<file path="config.mk">
export PLATFORM = sky130hd
export DESIGN_NAME = ldpg_ctrl
export DESIGN_NICKNAME = d
export VERILOG_FILES = /design/src/hdl/ldpg_pkg.sv /design/src/hdl/ldpg_ctrl.sv
export SDC_FILE = /design/constraint.sdc
export NUM_CORES = 1
export LEC_CHECK = 0
export BUFFER_PORTS_ARGS = -buffer_cell sky130_fd_sc_hd__buf_2
export CAP_MARGIN = 10
export CORE_AREA = 2 2 39 41
export DETAILED_ROUTE_END_ITERATION = 10
export DIE_AREA = 0 0 41 43
export SLEW_MARGIN = 20
export SYNTH_ARGS = -nofsm -noshare
export SYNTH_HDL_FRONTEND = slang
export SYNTH_SLANG_ARGS = --single-unit
</file>
<file path="constraint.sdc">
create_clock -name clock -period 1.7 [get_ports clock]
set_input_delay 0.34 -clock clock [delete_from_list [all_inputs] [get_ports clock]]
set_output_delay 0.34 -clock clock [all_outputs]
set_load 0.02 [all_outputs]
</file>
<file path="src/hdl/ldpg_pkg.sv">
package ldpg_pkg;

   localparam int LEVELS    = 32;
   localparam int PHASES    = 31;
   localparam int ROWS      = 8;
   localparam int ROW_WIDTH = 12;
   localparam int CTRL_BITS = 12;

   // field widths
   localparam int CMD_W     = 2;
   localparam int ROW_IDX_W = 3;
   localparam int OFF_W     = 4;
   localparam int CNT_W     = 4;
   localparam int BRIGHT_W  = 48;
   localparam int PHASE_W   = 5;
   localparam int MODE_W    = 2;
   localparam int BYTE_W    = 8;
   localparam int LEVEL_W   = $clog2(LEVELS);
   localparam int SHIFT_W   = CTRL_BITS + (2 ** OFF_W) - 1;

   // store address is {page, phase, row}
   localparam int ADDR_W    = 1 + PHASE_W + ROW_IDX_W;
   localparam int RAM_DEPTH = 2 ** ADDR_W;

   typedef enum logic [CMD_W-1:0] {
      CMD_UPDATE = 2'd0,
      CMD_SWAP   = 2'd1,
      CMD_READ   = 2'd2
   } cmd_type;

   typedef enum logic [MODE_W-1:0] {
      MODE_NORMAL    = 2'd0,
      MODE_LAMP_TEST = 2'd1,
      MODE_ALL_TEST  = 2'd2,
      MODE_POWERLESS = 2'd3
   } mode_type;

   typedef struct packed {
      logic clear_en;
      logic capture;
      logic update_en;
      logic read_en;
      logic load_rsp;
   } dp_cmd_type;

   typedef struct packed {
      logic clear_done;
      logic update_done;
      logic rsp_free;
   } dp_stat_type;

   // on/off per level, leftmost digit is phase 0
   localparam logic [PHASES-1:0] DIM_TABLE [LEVELS] = '{
      31'b0000000000_0000000000_0000000000_0,
      31'b1000000000_0000000000_0000000000_0,
      31'b1000000000_0000000000_0000000000_0,
      31'b1000000000_0000000000_0000000000_0,
      31'b1000000000_0000000000_0000000000_0,
      31'b1000000000_0000001000_0000000000_0,
      31'b1000000000_0000001000_0000000000_0,
      31'b1000000000_0000001000_0000000000_0,
      31'b1000000000_0000001000_0000000000_0,
      31'b1000000000_0000001000_0000000000_0,
      31'b1000000000_1000000000_0100000000_0,
      31'b1000000000_1000000000_0100000000_0,
      31'b1000000000_1000000000_0100000000_0,
      31'b1000000010_0000001000_0001000000_0,
      31'b1000000010_0000001000_0001000000_0,
      31'b1000001000_0010000001_0000010000_0,
      31'b1000001000_0010000001_0000010000_0,
      31'b1000010000_1000001000_0100001000_0,
      31'b1000100001_0001000010_0010000100_0,
      31'b1000100001_0001000010_0010000100_0,
      31'b1000100010_0010001001_0001000100_0,
      31'b1001000100_1000100100_0100100010_0,
      31'b1001001001_0010001001_0010010010_0,
      31'b1001001010_0100100100_1001010010_0,
      31'b1010010100_1010100101_0100101001_0,
      31'b1010100101_0101001010_1010100101_0,
      31'b1010101010_1010101101_0101010101_0,
      31'b1011010101_1010101101_0110101011_0,
      31'b1011011011_0110101101_1011011011_0,
      31'b1101101110_1101101110_1101110110_1,
      31'b1110111101_1110111101_1110111101_1,
      31'b1111101111_1111101111_1111110111_1
   };

endpackage

</file>
<file path="src/hdl/ldpg_ctrl.sv">
module ldpg_ctrl import ldpg_pkg::*; (
   input  logic             clock,
   input  logic             reset,
   input  logic             req_valid,
   input  logic [CMD_W-1:0] req_command,
   output logic             req_ready,
   input  dp_stat_type      dp_stat,
   output dp_cmd_type       dp_cmd
);

   typedef enum logic [4:0] {
      ST_CLEAR  = 5'b00001,
      ST_IDLE   = 5'b00010,
      ST_UPDATE = 5'b00100,
      ST_READ   = 5'b01000,
      ST_FINISH = 5'b10000
   } state_type;

   state_type state_ff;
   state_type state_in;

   always_ff @(posedge clock) begin
      if (reset) begin
         state_ff <= ST_CLEAR;
      end else begin
         state_ff <= state_in;
      end
   end

   always_comb begin
      state_in  = state_ff;
      dp_cmd    = '0;
      req_ready = 1'b0;
      unique case (state_ff)
         ST_CLEAR: begin
            dp_cmd.clear_en = 1'b1;
            if (dp_stat.clear_done) begin
               state_in = ST_IDLE;
            end
         end
         ST_IDLE: begin
            req_ready = 1'b1;
            if (req_valid) begin
               dp_cmd.capture = 1'b1;
               if (req_command == CMD_UPDATE) begin
                  state_in = ST_UPDATE;
               end else if (req_command == CMD_READ) begin
                  state_in = ST_READ;
               end else begin
                  state_in = ST_FINISH;
               end
            end
         end
         ST_UPDATE: begin
            dp_cmd.update_en = 1'b1;
            if (dp_stat.update_done) begin
               state_in = ST_FINISH;
            end
         end
         ST_READ: begin
            dp_cmd.read_en = 1'b1;
            state_in       = ST_FINISH;
         end
         ST_FINISH: begin
            if (dp_stat.rsp_free) begin
               dp_cmd.load_rsp = 1'b1;
               state_in        = ST_IDLE;
            end
         end
         default: begin
            state_in = ST_CLEAR;
         end
      endcase
   end

endmodule

</file>
==> reports/qor.yml, run 1 <==
status: "finished, violations left"
violations: "negative setup slack"
dieHeight_um: 43
detail_route.wl_per_cell_um: 12.2
fin_worst_skew_ns: 0.00638
critPathTopFamily: "simple AND/OR/NAND/NOR gates"
crit_arrival_ns: 1.37
cap_viol_max_count: 0
syn_area_per_cell_um2: 7.70
path_buf_inv: 1
layout-drive-gt1-share_pct: 45.1
ff2ff_path_depth: 4
grt_pass1_wl_um: 1580
via_per_inst: 5.11
peakVddDrop_mv: 0.619
synthTopCellsByArea: "dfxtp_1 (25%), nor2_1 (7.5%), o2bb2ai_1 (4.4%)"
dp_hpwl_um: 723
hold_viol_final: 0
period_minus_slack_ns: 1.71
die_area_mm2: 0.00176
cts-buffers-inserted: 3
place_congestion: 0.727
n_antenna_cell: 0
hp-class: "in2reg"
track_usage_pct: 13.9
drc: 0
power_density_mw_per_mm2: 1330
yosys_warnings: 0
worst_pin_slew_ns: 0.267
grt_max_degree: 11
final_cell_count_no_fill: 87
fmax_mhz: 585
core_mm2: 0.00138
largest_reg_flops: 5
h-tree-depth: 1
cp.depth: 3
yosysSeqAreaShare_pct: 25.0
cp.required_ns: 1.36
grt_remaining_overflow: 0
clockBufferDepth: 2
max-slew-margin-rel_pct: 82.2
syn_inst: 52
insertion_delay_ns: 0.24
initial_core_util_pct: 28.9
dp_cells: 82
yosys_register_bits: 5
synth_top_cell_by_area: "dfxtp_1"
cp_slowest_cell: "or3_4"
async_flop_share_pct: 0
grt_pass1_vias: 371
min_period_over_period_pct: 100
cp_max_fo: 9
cts_tree: "built"
pin_count: 14
largest_register: "state_ff"
synth_edf_count: 0
ant_nets: 0
synth_fp_nets: 60
drt_pass1_iterations: 4
wirelength_um: 1060
antenna_found_initial: 0
whs_path_depth: 2
syn-cell-area_um2: 400
synth_flop_cell: "dfxtp_1"
path_clk_slew_ns: 0.05
synth.distinct_cells: 29
cts_root_buf: "clkbuf_4"
setup.worst_path.start_class: "register"
finalSetupTns_ns: -0.00837
timing.final.max_slew_violations: 0
utilization_pct: 42.0
hold_ws_ns: 0.349
port_buffers: 13
dieWidth_um: 41
vias: 445
end_kind: "output pin"
setup_slack_ns: -0.00837
yosys.area.top_type_share_pct: 25.0
largest_registers: "state_ff: 5 flops"
power_leakage_uw: 0.000256
syn2layout_area_growth_pct: 45.0
synth.most_common_cell: "nor2_1"
drtIter0Drc: 8
postCtsHoldBufs: 0
synth_commonest_cells: "nor2_1 (8), dfxtp_1 (5), clkbuf_1 (4)"
rsz0062_at_grt: "true"
nets: 80
n_fill_cell: 151
slowest_delay_ns: 0.43
clock_sink_count: 5
crit_chain: "or3_4 -> nor3b_4 -> buf_6"
worstSetupPathType: "reg2out"
num_rows: 14
setup_viol: 1
report_power, final:
part,leakage (µW),switching [µW],internal (µW)
Combinational,0.000200,198,248
Clock,0.0000150,49.1,88.7
Sequential,0.0000416,43.9,144
Total,0.000256,291,481
kinds of logic (layout without fill, tap and decap cells):
family / Yosys count / in the layout / synth area share, %
mux: 2 / 2 / 5.31
xor+xnor: 2 / 2 / 4.38
compound gates: 10 / 10 / 18.7
buf+inv: 7 / 26 / 8.44
simple gates: 26 / 26 / 38.1
flops: 5 / 5 / 25.0
per-stage QoR:
stage / area, µm² / setup slack (ns) / total power [µW]
after floorplan: 408 / 0.0562 / 444
after global placement: 512 / 0.168 / 565
after detailed placement: 512 / 0.160 / 566
after CTS: 557 / -0.0156 / 733
after global routing: 581 / -0.0790 / 833
final: 581 / -0.00837 / 772
layout by cell type, fill, tap and decap left out, types with 2 or more instances in the layout:
| cell | instances |
|---|---|
| clkbuf_4 | 3 |
| nor3_1 | 3 |
| dfxtp_1 | 2 |
| buf_4 | 7 |
| dfxtp_2 | 3 |
| or3_4 | 2 |
| buf_6 | 2 |
| o21ai_0 | 2 |
| o2bb2ai_1 | 2 |
| nor2b_1 | 2 |
| inv_1 | 2 |
| o211ai_1 | 2 |
| nor2_1 | 7 |
| buf_2 | 11 |
what timing repair did:
| item | CTS | global route |
|---|---|---|
| pin swaps | 2 | 2 |
| buffers inserted | 1 | 0 |
| endpoints found under the setup margin | 3 | 4 |
| gates resized for setup | 4 | 7 |
| gates cloned | 0 | 0 |
area by class of cell:
cell class / instances / area, µm² / share of cell area (%)
well taps: 16 / 20.0 / 3.45
inverters: 2 / 7.51 / 1.29
multi-input cells: 40 / 293 / 50.4
clock buffers: 4 / 26.3 / 4.53
flip-flops and latches: 5 / 104 / 17.9
repair buffers: 20 / 130 / 22.4
worst paths after layout:
| check | start | to | slack [ns] |
|---|---|---|---|
| hold reg to reg | state_ff[0] | state_ff[4] | 0.69 |
| hold / removal | reset | state_ff[2] | 0.35 |
| setup / recovery | state_ff[2] | dp_cmd[4] | -0.008 |
| setup reg to reg | state_ff[3] | state_ff[2] | 0.15 |
metal layers:
metal,up-vias,global-route usage [%],part of all wire (%)
li1,227,-,-
met1,205,18.0,46
met2,11,18.1,47
met3,2,7.85,5.8
met4,0,6.00,1.2
met5,-,0,0
Note: power is estimated with default switching activity, not from simulation.
==> run 2, diff against run 1 <==
SLEW_MARGIN = not set   (was 20)
clock period = 1.8 ns   (was 1.7 ns; I/O delays follow)
==> reports/qor.yml, run 2 (synthesis gave the netlist of run 1 again) <==
status: "complete, no violations"
largest_reg_flops: 5  # unchanged
cap_viol_max_count: 0  # unchanged
ant_nets: 0  # unchanged
dp_cells: 78  # -4.9%
path_clk_slew_ns: 0.04  # about the same
fin_worst_skew_ns: 0.00129  # -0.00509 ns
path_buf_inv: 1  # unchanged
cp.required_ns: 1.44  # +0.08 ns
grt_remaining_overflow: 0  # unchanged
place_congestion: 0.740  # +1.8%
cp_max_fo: 9  # unchanged
core_mm2: 0.00138  # unchanged
ff2ff_path_depth: 4  # unchanged
largest_register: "state_ff"
finalSetupTns_ns: 0  # +0.00837 ns
rsz0062_at_grt: "true"
max-slew-margin-rel_pct: 83.1  # +0.96 points
port_buffers: 13  # unchanged
antenna_found_initial: 0  # unchanged
track_usage_pct: 12.6  # -1.3 points
largest_registers: "state_ff: 5 flops"
insertion_delay_ns: 0.24  # about the same
n_fill_cell: 146  # -3.3%
worst_pin_slew_ns: 0.253  # -0.0140 ns
cts-buffers-inserted: 3  # unchanged
setup_viol: 0  # -1
grt_pass1_wl_um: 1500  # -5.3%
drc: 0  # unchanged
initial_core_util_pct: 28.9  # unchanged
hp-class: "in2reg"
slowest_delay_ns: 0.41  # -0.02 ns
final_cell_mix: "buf_2 (11), nor2_1 (7), nor3_1 (3), clkbuf_4 (3), buf_4 (3)"
hold_ws_ns: 0.372  # +0.0237 ns
combPwrFrac_pct: 54.4  # -3.4 points
cp_slowest_cell: "or3_4"
worstSetupPathType: "reg2out"
clockBufferDepth: 2  # unchanged
cts_root_buf: "clkbuf_4"
die_area_mm2: 0.00176  # unchanged
num_rows: 14  # unchanged
peakVddDrop_mv: 0.430  # -31%
nets: 75  # -6.3%
whs_path_depth: 2  # unchanged
clkPwrFrac_pct: 19.4  # +1.6 points
power_leakage_uw: 0.000228  # -11%
power.net_switching_uw: 263  # -9.7%
switching_share_pct: 39.8  # +2.1 points
pwr-share-seq_pct: 26.2  # +1.8 points
grt_pass1_vias: 359  # -3.2%
critPathTopFamily: "simple AND/OR/NAND/NOR gates"
drt_pass1_iterations: 4  # unchanged
min_period_over_period_pct: 96.5
dp_hpwl_um: 674  # -6.8%
hold_viol_final: 0  # unchanged
period_minus_slack_ns: 1.74
vias: 424  # -4.7%
timing.final.max_slew_violations: 0  # unchanged
cts_tree: "built"
drtIter0Drc: 14  # +6
crit_arrival_ns: 1.38  # about the same
setup.worst_path.start_class: "register"
p_int_uw: 398  # -17%
dieHeight_um: 43  # unchanged
end_kind: "output pin"
dieWidth_um: 41  # unchanged
final_cell_count_no_fill: 82  # -5.7%
via_per_inst: 5.17  # +1.1%
fmax_mhz: 575
n_antenna_cell: 0  # unchanged
syn2layout_area_growth_pct: 33.1
pin_count: 14  # unchanged
grt_max_degree: 12  # +1
detail_route.wl_per_cell_um: 11.0  # -9.6%
postCtsHoldBufs: 0  # unchanged
crit_chain: "or3_4 -> nor3b_2 -> buf_4"
cp.depth: 3  # unchanged
layout-drive-gt1-share_pct: 39.4  # -5.7 points
final_common_cell: "buf_2"
clock_sink_count: 5  # unchanged
h-tree-depth: 1  # unchanged
power_density_mw_per_mm2: 1240  # -6.8%
wirelength_um: 905  # -15%
-- run 2: area by class of cell --
class                           instances  area, µm²  share of cell area, %
Timing Repair Buffer                   15       88.8                   16.7
Inverter                                2       7.51                   1.41
Clock buffer                            4       26.3                   4.93
Multi-Input combinational cell         40        284                   53.3
Tap cell                               16       20.0                   3.76
Sequential cell                         5        106                   20.0
-- run 2: path summary, 6_finish.rpt --
check / start / slack (ns) / endpoint
setup / recovery: state_ff[2] / 0.06 / dp_cmd[4]
hold / removal: reset / 0.37 / state_ff[2]
setup reg to reg: state_ff[3] / 0.21 / state_ff[2]
hold reg to reg: state_ff[3] / 0.65 / state_ff[0]
-- run 2: routing by layer --
layer  share of wire, %  GRT usage (%)  vias up
met4                1.7           8.00        0
li1                   -              -      217
met5                  0              0        -
met3                3.1           3.14        2
met1                 47           16.8      198
met2                 48           17.2        7
-- run 2: through the flow --
stage	setup slack, ns	power (µW)	util, %	area, µm²
finish	0.0621	661	38.5	533
floorplan	0.00182	407	-	400
CTS	0.00508	644	37.1	513
detailed placement	0.206	483	34.3	474
global route	-0.0517	719	38.5	533
global placement	0.196	486	34.3	474
-- run 2: timing repair --
item	in CTS	in global routing
buffers inserted	0	0
resized for setup	3	8
setup endpoints to repair	1	3
-- run 2: power by group through the flow --
stage	Sequential (µW)	Combinational (µW)	Clock [µW]
4_1_cts	171	337	135
6_report	173	359	128
3_3_place_gp	173	313	0
5_1_grt	178	395	146
3_5_place_dp	172	310	0
2_1_floorplan	144	263	0
==> run 3, diff against run 2 <==
ABC_AREA = 1   (was not set)
==> reports/qor.yml, run 3 <==
hold_viol_final: 0  # unchanged
p_int_uw: 352  # -12%
antenna_found_initial: 0  # unchanged
vias: 414  # -2.4%
final_cell_count_no_fill: 95  # +16%
die_area_mm2: 0.00176  # unchanged
insertion_delay_ns: 0.25  # about the same
synth_compound_area_share_pct: 0  # -19 points
via_per_inst: 4.36  # -16%
timing.final.max_slew_violations: 0  # unchanged
yosys_warnings: 0  # unchanged
synth-adder-area-share_pct: 0  # unchanged
grt_remaining_overflow: 0  # unchanged
synth.most_common_cell: "inv_1"
h-tree-depth: 1  # unchanged
drtIter0Drc: 13  # -1
dp_cells: 91  # +17%
pwr-share-seq_pct: 27.6  # +1.4 points
cts_setup_buffers: 0  # unchanged
grt_max_degree: 8  # -4
dieWidth_um: 41  # unchanged
status: "complete, no violations"
nets: 88  # +17%
power_density_mw_per_mm2: 1400  # +13%
cp_max_fo: 5  # -4
initial_core_util_pct: 26.9  # -2.0 points
async_flop_share_pct: 0  # unchanged
pin_count: 14  # unchanged
switching_share_pct: 48.1  # +8.3 points
cts_root_buf: "clkbuf_4"
path_clk_slew_ns: 0.05  # about the same
port_buffers: 13  # unchanged
cap_viol_max_count: 0  # unchanged
n_antenna_cell: 0  # unchanged
grt_pass1_wl_um: 1440  # -4.1%
cts-buffers-inserted: 3  # unchanged
cp.required_ns: 1.44  # about the same
end_kind: "output pin"
setup_viol: 0  # unchanged
setup.worst_path.start_class: "register"
yosysSeqAreaShare_pct: 26.8  # +1.8 points
power.net_switching_uw: 326  # +24%
synth-simple-area-share_pct: 57.0  # +19 points
largest_register: "state_ff"
dieHeight_um: 43  # unchanged
min_period_over_period_pct: 86.9  # -9.6 points
ant_nets: 0  # unchanged
hold_ws_ns: 0.360  # -0.0123 ns
synth_fp_nets: 70  # +17%
utilization_pct: 35.0  # -3.5 points
postCtsHoldBufs: 0  # unchanged
track_usage_pct: 12.7  # +0.10 points
drt_pass1_iterations: 4  # unchanged
period_minus_slack_ns: 1.56  # -0.173 ns
fin_worst_skew_ns: 0.00545  # +0.00416 ns
power_uw: 677  # +2.5%
synth_flop_cell: "dfxtp_1"
finalSetupTns_ns: 0  # unchanged
dp_hpwl_um: 670  # -0.55%
drc: 0  # unchanged
yosys.area.top_type_share_pct: 26.8  # +1.8 points
final_cell_mix: "inv_1 (13), buf_2 (13), nor2_1 (12)"
detail_route.wl_per_cell_um: 8.79  # -20%
largest_registers: "state_ff: 5 flops"
hp-class: "in2reg"
yosys_register_bits: 5  # unchanged
max-slew-margin-rel_pct: 87.3  # +4.2 points
worst_pin_slew_ns: 0.190  # -0.0632 ns
layout-drive-gt1-share_pct: 34.2  # -5.2 points
crit_arrival_ns: 1.20  # -0.18 ns
rsz0062_at_grt: "false"
place_congestion: 0.748  # +1.1%
combPwrFrac_pct: 52.8  # -1.6 points
core_mm2: 0.00138  # unchanged
clock_sink_count: 5  # unchanged
synth_top_family_by_area: "simple AND/OR/NAND/NOR gates"
wirelength_um: 835  # -7.7%
synth_top_cell_by_area: "dfxtp_1"
synth_commonest_cells: "inv_1 (13), nor2_1 (12), nand2_1 (9)"
synth_xor_area_share_pct: 0  # -4.4 points
peakVddDrop_mv: 0.541  # +26%
worstSetupPathType: "reg2out"
clockBufferDepth: 2  # unchanged
synth_edf_count: 0  # unchanged
syn2layout_area_growth_pct: 29.9
syn_inst: 62  # +19%
fmax_mhz: 639  # +11%
clkPwrFrac_pct: 19.6  # +0.2 points
synthMuxAreaShare_pct: 0  # -5.3 points
cts_tree: "built"
syn_area_per_cell_um2: 6.01  # -22%
synth.distinct_cells: 12  # -59%
synthTopCellsByArea: "dfxtp_1 (27%), inv_1 (13%), nor2_1 (12%)"
power_leakage_uw: 0.000307  # +35%
postCtsResizedCells: 0  # -3
grt_pass1_vias: 372  # +3.6%
num_rows: 14  # unchanged
syn-cell-area_um2: 373  # -6.9%
largest_reg_flops: 5  # unchanged
-- run 3: stage by stage --
stage                     worst slack [ns]  area, µm²
final                                0.236        484
after CTS                            0.216        484
after detailed placement             0.492        458
after global placement               0.507        458
after floorplan                      0.527        373
after global routing                0.0885        484
-- run 3: final timing paths --
| kind | from | end | slack, ns | depth (start not counted) |
|---|---|---|---|---|
| max | state_ff[1] | dp_cmd[3] | 0.24 | 5 |
| min | req_command[1] | state_ff[3] | 0.36 | 3 |
| max reg2reg | state_ff[4] | state_ff[4] | 0.61 | 7 |
| min reg2reg | state_ff[1] | state_ff[1] | 0.54 | 2 |
-- run 3: layout make-up --
class | count | area [µm²]
multi-input combinational | 41 | 213
tap | 16 | 20.0
inverter | 16 | 60.1
sequential | 5 | 100
timing repair buffer | 13 | 65.1
clock buffer | 4 | 26.3
fill | 160 | 900
-- run 3: worst max-delay path, stage by stage (launching register included) --
cell,delay [ns]
dfxtp_1,0.39
inv_2,0.05
nor2_2,0.11
nand3_2,0.14
nor2_1,0.11
buf_2,0.16
-- run 3: metal layers --
metal	track usage (%)	part of all wire, %	vias up
met4	4.00	0	0
li1	-	-	224
met5	0	0	-
met1	14.5	45	174
met2	17.8	47	16
met3	9.42	7.5	0
-- run 3: kinds of logic (layout without fill, tap and decap cells) --
family,Yosys count,in the layout
AND/OR/NAND/NOR,41,41
buffers and inverters,16,33
flip-flops,5,5
-- run 3: power by group through the flow --
stage	clock network, µW	registers [µW]	logic, µW
after global placement	0	188	355
after CTS	141	187	359
after detailed placement	0	190	358
after floorplan	0	181	282
final	133	187	358
after global routing	153	194	410
